[src/rtl/core/mur64b_pkg.sv]
// ----------------------------------------------------------------------------
// mur64b_pkg
// Constants and helpers shared by the 64-bit MurmurHash2 (64B) key hash core.
// ----------------------------------------------------------------------------
package mur64b_pkg;

    // Mixing multiplier and the shift amounts of the word and final mixes.
    localparam logic [31:0] MUR_M    = 32'h5bd1e995;
    localparam int unsigned MUR_R    = 24;
    localparam int unsigned FIN_SH_A = 18;
    localparam int unsigned FIN_SH_B = 22;
    localparam int unsigned FIN_SH_C = 17;
    localparam int unsigned FIN_SH_D = 19;

    // Configuration register indexes.
    localparam int unsigned CFG_ADDR_W = 2;
    localparam logic [CFG_ADDR_W-1:0] REG_HASH_SEED  = 2'd0;
    localparam logic [CFG_ADDR_W-1:0] REG_KEY_LENGTH = 2'd1;

    // Register widths and reset values.
    localparam int unsigned SEED_W       = 64;
    localparam int unsigned KEY_LEN_W    = 7;
    localparam logic [KEY_LEN_W-1:0] KEY_LEN_RESET = 7'd16;

    // Low 32 bits of a product with the mixing multiplier.
    function automatic logic [31:0] mul_m(input logic [31:0] x);
        logic [63:0] prod;
        prod = {32'd0, x} * {32'd0, MUR_M};
        return prod[31:0];
    endfunction

endpackage

[src/rtl/core/murmur64b_key_hash_core.sv]
// ----------------------------------------------------------------------------
// murmur64b_key_hash_core
// Streaming 64-bit MurmurHash2 (64B variant) of fixed-length keys, built
// around one shared 32-bit multiplier under a small sequencer.
// ----------------------------------------------------------------------------
// Usage:
// Key words enter on the s_ channel, one little-endian 32-bit word per
// transfer, key_length bytes per key (0 acts as 1, values above
// MAX_KEY_BYTES saturate). When the last word of a key has been taken the
// 64-bit hash leaves on the m_ channel, h1 in the upper half.
// Each transfer runs through the shared multiplier: a full word that does
// not end the key takes accept plus three multiplies (K1 to K3), a tail
// word takes accept plus the TAIL multiply. A key-ending word then runs
// the final cross-mix in states F1 to F4 before the hash is registered.
// s_tready is high only while the sequencer is idle.
// The hash sits in an output register; the next key is taken while it
// waits. If a second hash is ready before the first is taken, the
// sequencer holds in its last finalize step until the output is free.
// A seed or key-length write reloads the key state and drops any key in
// progress; the user makes writes only while the core is idle (not enforced).
// Reset (aresetn low, synchronous) sets the seed to 0, the key length to
// 16 and empties the output register.
// ----------------------------------------------------------------------------
module murmur64b_key_hash_core
    import mur64b_pkg::*;
#(
    parameter int unsigned MAX_KEY_BYTES = 64
) (
    input  logic                  aclk,
    input  logic                  aresetn,
    // Configuration write port.
    input  logic                  cfg_we,
    input  logic [CFG_ADDR_W-1:0] cfg_addr,
    input  logic [SEED_W-1:0]     cfg_wdata,
    // Key word input.
    input  logic                  s_tvalid,
    output logic                  s_tready,
    input  logic [31:0]           s_tdata,   // [31:0] data_word
    // Hash output.
    output logic                  m_tvalid,
    input  logic                  m_tready,
    output logic [63:0]           m_tdata    // [63:0] hash_value
);

    localparam int unsigned CNT_W = $clog2(MAX_KEY_BYTES + 1);
    localparam int unsigned CMP_W = (CNT_W > KEY_LEN_W) ? CNT_W : KEY_LEN_W;

    // Sequencer states.
    localparam logic [3:0] ST_IDLE = 4'd0;
    localparam logic [3:0] ST_K1   = 4'd1;
    localparam logic [3:0] ST_K2   = 4'd2;
    localparam logic [3:0] ST_K3   = 4'd3;
    localparam logic [3:0] ST_TAIL = 4'd4;
    localparam logic [3:0] ST_F1   = 4'd5;
    localparam logic [3:0] ST_F2   = 4'd6;
    localparam logic [3:0] ST_F3   = 4'd7;
    localparam logic [3:0] ST_F4   = 4'd8;

    logic [3:0]           state_reg, state_next;
    logic [SEED_W-1:0]    seed_reg, seed_next;
    logic [KEY_LEN_W-1:0] key_len_reg, key_len_next;
    logic [31:0]          mix_high_reg, mix_high_next;
    logic [31:0]          mix_low_reg, mix_low_next;
    logic [CNT_W-1:0]     bytes_left_reg, bytes_left_next;
    logic                 parity_reg, parity_next;
    logic [31:0]          word_reg, word_next;
    logic [31:0]          acc_reg, acc_next;
    logic                 out_valid_reg, out_valid_next;
    logic [63:0]          out_data_reg, out_data_next;

    logic [CMP_W-1:0]     len_ext;
    logic [CNT_W-1:0]     start_len;
    logic [31:0]          start_high;
    logic [31:0]          mul_in;
    logic [31:0]          mul_out;
    logic [31:0]          tail_mask;
    logic                 cfg_hit;
    logic                 in_xfer;
    logic                 out_free;

    // Configuration register updates.
    always_comb begin
        seed_next    = seed_reg;
        key_len_next = key_len_reg;
        cfg_hit      = 1'b0;
        if (cfg_we) begin
            unique case (cfg_addr)
                REG_HASH_SEED: begin
                    seed_next = cfg_wdata;
                    cfg_hit   = 1'b1;
                end
                REG_KEY_LENGTH: begin
                    key_len_next = cfg_wdata[KEY_LEN_W-1:0];
                    cfg_hit      = 1'b1;
                end
                default: begin
                    cfg_hit = 1'b0;
                end
            endcase
        end
    end

    // Effective key length and the start values of a new key.
    always_comb begin
        len_ext = CMP_W'(key_len_next);
        if (len_ext == '0) begin
            len_ext = CMP_W'(1);
        end
        if (len_ext > CMP_W'(MAX_KEY_BYTES)) begin
            len_ext = CMP_W'(MAX_KEY_BYTES);
        end
        start_len  = len_ext[CNT_W-1:0];
        start_high = seed_next[31:0] ^ 32'(start_len);
    end

    // Byte mask of a tail word holding one to three key bytes.
    always_comb begin
        case (bytes_left_reg[1:0])
            2'd1:    tail_mask = 32'h0000_00ff;
            2'd2:    tail_mask = 32'h0000_ffff;
            2'd3:    tail_mask = 32'h00ff_ffff;
            default: tail_mask = 32'h0000_0000;
        endcase
    end

    assign in_xfer  = s_tvalid && s_tready;
    assign out_free = !out_valid_reg || m_tready;

    // Operand select for the shared multiplier.
    always_comb begin
        case (state_reg)
            ST_K1:   mul_in = word_reg;
            ST_K2:   mul_in = acc_reg ^ (acc_reg >> MUR_R);
            ST_K3:   mul_in = parity_reg ? mix_low_reg : mix_high_reg;
            ST_TAIL: mul_in = mix_low_reg;
            ST_F1:   mul_in = mix_high_reg ^ (mix_low_reg >> FIN_SH_A);
            ST_F2:   mul_in = mix_low_reg ^ (mix_high_reg >> FIN_SH_B);
            ST_F3:   mul_in = mix_high_reg ^ (mix_low_reg >> FIN_SH_C);
            ST_F4:   mul_in = mix_low_reg ^ (mix_high_reg >> FIN_SH_D);
            default: mul_in = word_reg;
        endcase
    end

    assign mul_out = mul_m(mul_in);

    // Sequencer and datapath next state.
    always_comb begin
        state_next      = state_reg;
        mix_high_next   = mix_high_reg;
        mix_low_next    = mix_low_reg;
        bytes_left_next = bytes_left_reg;
        parity_next     = parity_reg;
        word_next       = word_reg;
        acc_next        = acc_reg;
        out_valid_next  = out_valid_reg;
        out_data_next   = out_data_reg;

        if (out_valid_reg && m_tready) begin
            out_valid_next = 1'b0;
        end

        unique case (state_reg)
            ST_IDLE: begin
                if (in_xfer) begin
                    word_next = s_tdata;
                    if (bytes_left_reg >= CNT_W'(4)) begin
                        state_next = ST_K1;
                    end else begin
                        mix_low_next = mix_low_reg ^ (s_tdata & tail_mask);
                        state_next   = ST_TAIL;
                    end
                end
            end
            ST_K1: begin
                acc_next   = mul_out;
                state_next = ST_K2;
            end
            ST_K2: begin
                acc_next   = mul_out;
                state_next = ST_K3;
            end
            ST_K3: begin
                if (parity_reg) begin
                    mix_low_next = mul_out ^ acc_reg;
                end else begin
                    mix_high_next = mul_out ^ acc_reg;
                end
                parity_next     = !parity_reg;
                bytes_left_next = bytes_left_reg - CNT_W'(4);
                state_next      = (bytes_left_reg == CNT_W'(4)) ? ST_F1 : ST_IDLE;
            end
            ST_TAIL: begin
                mix_low_next    = mul_out;
                bytes_left_next = '0;
                state_next      = ST_F1;
            end
            ST_F1: begin
                mix_high_next = mul_out;
                state_next    = ST_F2;
            end
            ST_F2: begin
                mix_low_next = mul_out;
                state_next   = ST_F3;
            end
            ST_F3: begin
                mix_high_next = mul_out;
                state_next    = ST_F4;
            end
            ST_F4: begin
                // Hold until the output register can take the hash.
                if (out_free) begin
                    out_data_next   = {mix_high_reg, mul_out};
                    out_valid_next  = 1'b1;
                    mix_high_next   = start_high;
                    mix_low_next    = seed_next[63:32];
                    bytes_left_next = start_len;
                    parity_next     = 1'b0;
                    state_next      = ST_IDLE;
                end
            end
            default: begin
                state_next = ST_IDLE;
            end
        endcase

        // A write to the seed or key-length register reloads the key state.
        if (cfg_hit) begin
            mix_high_next   = start_high;
            mix_low_next    = seed_next[63:32];
            bytes_left_next = start_len;
            parity_next     = 1'b0;
            state_next      = ST_IDLE;
        end
    end

    // Control and key state registers.
    always_ff @(posedge aclk) begin
        if (!aresetn) begin
            state_reg      <= ST_IDLE;
            seed_reg       <= '0;
            key_len_reg    <= KEY_LEN_RESET;
            mix_high_reg   <= 32'(CNT_W'(16 > MAX_KEY_BYTES ? MAX_KEY_BYTES : 16));
            mix_low_reg    <= '0;
            bytes_left_reg <= CNT_W'(16 > MAX_KEY_BYTES ? MAX_KEY_BYTES : 16);
            parity_reg     <= 1'b0;
            out_valid_reg  <= 1'b0;
        end else begin
            state_reg      <= state_next;
            seed_reg       <= seed_next;
            key_len_reg    <= key_len_next;
            mix_high_reg   <= mix_high_next;
            mix_low_reg    <= mix_low_next;
            bytes_left_reg <= bytes_left_next;
            parity_reg     <= parity_next;
            out_valid_reg  <= out_valid_next;
        end
    end

    // Payload registers.
    always_ff @(posedge aclk) begin
        word_reg     <= word_next;
        acc_reg      <= acc_next;
        out_data_reg <= out_data_next;
    end

    assign s_tready = (state_reg == ST_IDLE);
    assign m_tvalid = out_valid_reg;
    assign m_tdata  = out_data_reg;

endmodule

[config.mk]
export PLATFORM = sky130hd
export DESIGN_NAME = murmur64b_key_hash_core
export DESIGN_NICKNAME = d
export VERILOG_FILES = /design/src/rtl/core/mur64b_pkg.sv /design/src/rtl/core/murmur64b_key_hash_core.sv
export SDC_FILE = /design/constraint.sdc
export NUM_CORES = 1
export LEC_CHECK = 0
export CAP_MARGIN = 40
export CORE_ASPECT_RATIO = 1.25
export CORE_MARGIN = 8
export CORE_UTILIZATION = 40
export DETAILED_ROUTE_END_ITERATION = 12
export DONT_BUFFER_PORTS = 1
export SETUP_SLACK_MARGIN = 0.15
export SYNTH_ARGS = -nofsm -noshare
export SYNTH_HDL_FRONTEND = slang
export SYNTH_SLANG_ARGS = --single-unit
[constraint.sdc]
create_clock -name aclk -period 11.55 [get_ports aclk]
set_input_delay 0.5775 -clock aclk [delete_from_list [all_inputs] [get_ports aclk]]
set_output_delay 0.5775 -clock aclk [all_outputs]
set_load 0.1 [all_outputs]
==> results.md <==
- GPL Wtd Cong: between 0.9 and 1
- DRC Markers: 0
- Slew of the pin with the lowest slew margin: slightly above 1000 ps
- RSZ-0062 raised after global routing: false
- CP bufs+invs: 6
- Setup crit start kind: flop
- Syn. warnings: 0
- Design area: about 0.026 mm²
- TritonCTS clock tree: done
- Die ar.: around 0.066 mm²
- Initial antenna violation count: 4
- Top cells by count, synth: inv_1 (377), ha_1 (216), fa_1 (179)
- Crit-path max FO: 20
- Post-Route WL: 92.03 mm
- DP Area: 0.02529 mm²
- Total GRT Usage: 0.2748
- Largest net degree at the start of global routing: 148
- EDFF count, synth: approximately 130
- Register area share after synthesis: 0.2953
- DP Wirelength: slightly above 70 mm
- R2R depth: 32
- Largest cells by area after synthesis: edfxtp_1 (17%), fa_1 (16%), dfxtp_1 (13%)
- Hold Vio Cnt, Final: 0
- Hold path start: aresetn
- Hold/Removal Path Class: in2reg
- Worst setup path class: reg2reg
- Core area: around 0.057 mm²
- Peak Freq: about 100 MHz
- Post-Synthesis Cells: ~2,400
- Slew headroom: 0.3215
- Starting DRT DRC Count: about 1,900
- Max clock buf depth: 3
- Most common cell in the netlist: inv_1
- Hold bufs inserted after CTS: 0
- Vias: roughly 19,000
- Layout Skew: 43.86 ps
- Hold depth: 1
- I/O pin total: approximately 170
- Outcome: finished clean
- Post-route ant nets: 0
- Register Area: just under 0.007 mm²
- # rows: between 90 and 100
- Share of cells above drive strength 1: 0.08862
- Post-CTS setup buffer count: 0
- Syn_area_per_cell: approximately 9.6 µm²
- Die Height: between 200 and 300 µm
- Synth-to-layout area growth: 14.28%
- FF+latch count, synth: about 280
- Total negative slack: 0 ps
- First-pass GRT wire length: between 100 and 150 mm
- Reg-to-reg endpoint: mix_low_reg[31]
- Fillers: about 5,500
- Clk slew on worst S/H paths: around 70 ps
- Vias in the first global route: between 15,000 and 20,000
- H-tree levels: 1
- Hold EP: key_len_reg[4]
- Placed Cells: 3,154
- Yosys top cell by area: edfxtp_1
- Router iterations before antenna repair: 6
- CTS root buffer: clkbuf_16
- Post-synth ARST share: 0
- CP peak stage delay: 750 ps
- CP endpoint kind: flop
- Number of buffers added on ports: 0
- Syn Nets: slightly below 3,000
- Total gr overflow: 0
- Starting density of the core: 0.4034
- Top-area cell type share of the netlist area: 0.1667
- CTS-repair resized insts: 0
- Final Max Tran Viols: 0
- Clk Latency, worst-skew pair: between 600 and 700 ps
- Setup violators final: 0
- Worst hold slack: between 30 and 40 ps
- Vias per Instance: roughly 5.9
- R2R Setup Slk: 1480 ps
- Routed len/inst: about 29 µm
- NumNets Final: around 2,900
- Fin crit share: 0.8720
- Largest delay share family, worst path: adder cells
- Critical Path AT: ~11,000 ps
- Post-layout minimum cycle time: just over 10,000 ps
- Final non-filler cell total: 3,211
- Netlist cell types: 80
- Die width: around 230 µm
- Top FF cell, synth: dfxtp_1
- Cell Area, Synth: 0.02305 mm²
- CP max-delay cell: dfxtp_1
- Critical R2R Launch: state_reg[2]
- Area of the multi-input gates: around 0.014 mm²
- Clock Sinks: around 280
- Max Cap Violations: 0
- Clock buffers created by TritonCTS: 29
- WP data required: ~12,000 ps
[through the flow]
step / utilization / setup slack (ps)
after floorplan: - / 2744
after global placement: 0.4202 / 1853
after detailed placement: 0.4425 / 1670
after CTS: 0.4601 / 1609
after global routing: 0.4610 / 904.2
final: 0.4610 / 1478
[how the worst max path moves through the flow]
stage                       startpoint               end  depth (start not counted)
final                     state_reg[2]   mix_low_reg[31]                         32
after global routing      state_reg[2]   mix_low_reg[31]                         32
after CTS                 state_reg[2]   mix_low_reg[31]                         32
after detailed placement  state_reg[2]   mix_low_reg[31]                         32
after global placement    state_reg[2]  mix_high_reg[23]                         31
after floorplan           state_reg[2]   mix_low_reg[31]                         32
[cells in the final DEF, fill, tap and decap left out, types with 50 or more instances in the layout]
| cell | instances |
|---|---|
| inv_1 | 377 |
| ha_1 | 216 |
| fa_1 | 179 |
| nand2_1 | 155 |
| dfxtp_1 | 148 |
| edfxtp_1 | 128 |
| a21oi_1 | 120 |
| nor2_1 | 113 |
| o21ai_0 | 106 |
| nor2b_1 | 83 |
| mux2i_1 | 83 |
| xnor2_1 | 68 |
| buf_4 | 65 |
| xor2_1 | 50 |
[worst register-to-register path: cells and delay by family, from the launching register on]
| kind | cells | cell delay (ps) |
|---|---|---|
| buffers and inverters | 6 | 500 |
| AO/OA/AOI/OAI | 10 | 2680 |
| flip-flops | 1 | 750 |
| adder cells (fa/ha/maj) | 9 | 3870 |
| AND/OR/NAND/NOR | 7 | 2160 |
[metal layers]
layer  vias to the layer above  track usage  wire, µm
li1                       8332            -         -
met1                      9370       0.3192     34530
met2                       869       0.4613     43840
met3                       256      0.04585      6112
met4                         4       0.1834      7522
met5                         -            0        32
[logic make-up after synthesis]
group / synth area share
DFF: 0.2953
muxes: 0.04093
xor gates and xnor gates: 0.04755
AOI/OAI and AO/OA: 0.1606
and+or+nand+nor: 0.1007
buffers and inverters: 0.08228
adders and majority gates: 0.2727
[layout make-up]
| cell class | instances | area share |
|---|---|---|
| repair buffers | 120 | 0.06645 |
| clock buffers | 34 | 0.02987 |
| clock inverters | 20 | 0.008217 |
| flip-flops and latches | 276 | 0.2584 |
| inverters | 377 | 0.05372 |
| multi-input cells | 1633 | 0.5477 |
| well taps | 750 | 0.03562 |
| diodes | 1 | 0.00009499 |
Power is not shown: default switching activity piles up to over one toggle a cycle in this logic, so the estimate is an artifact.
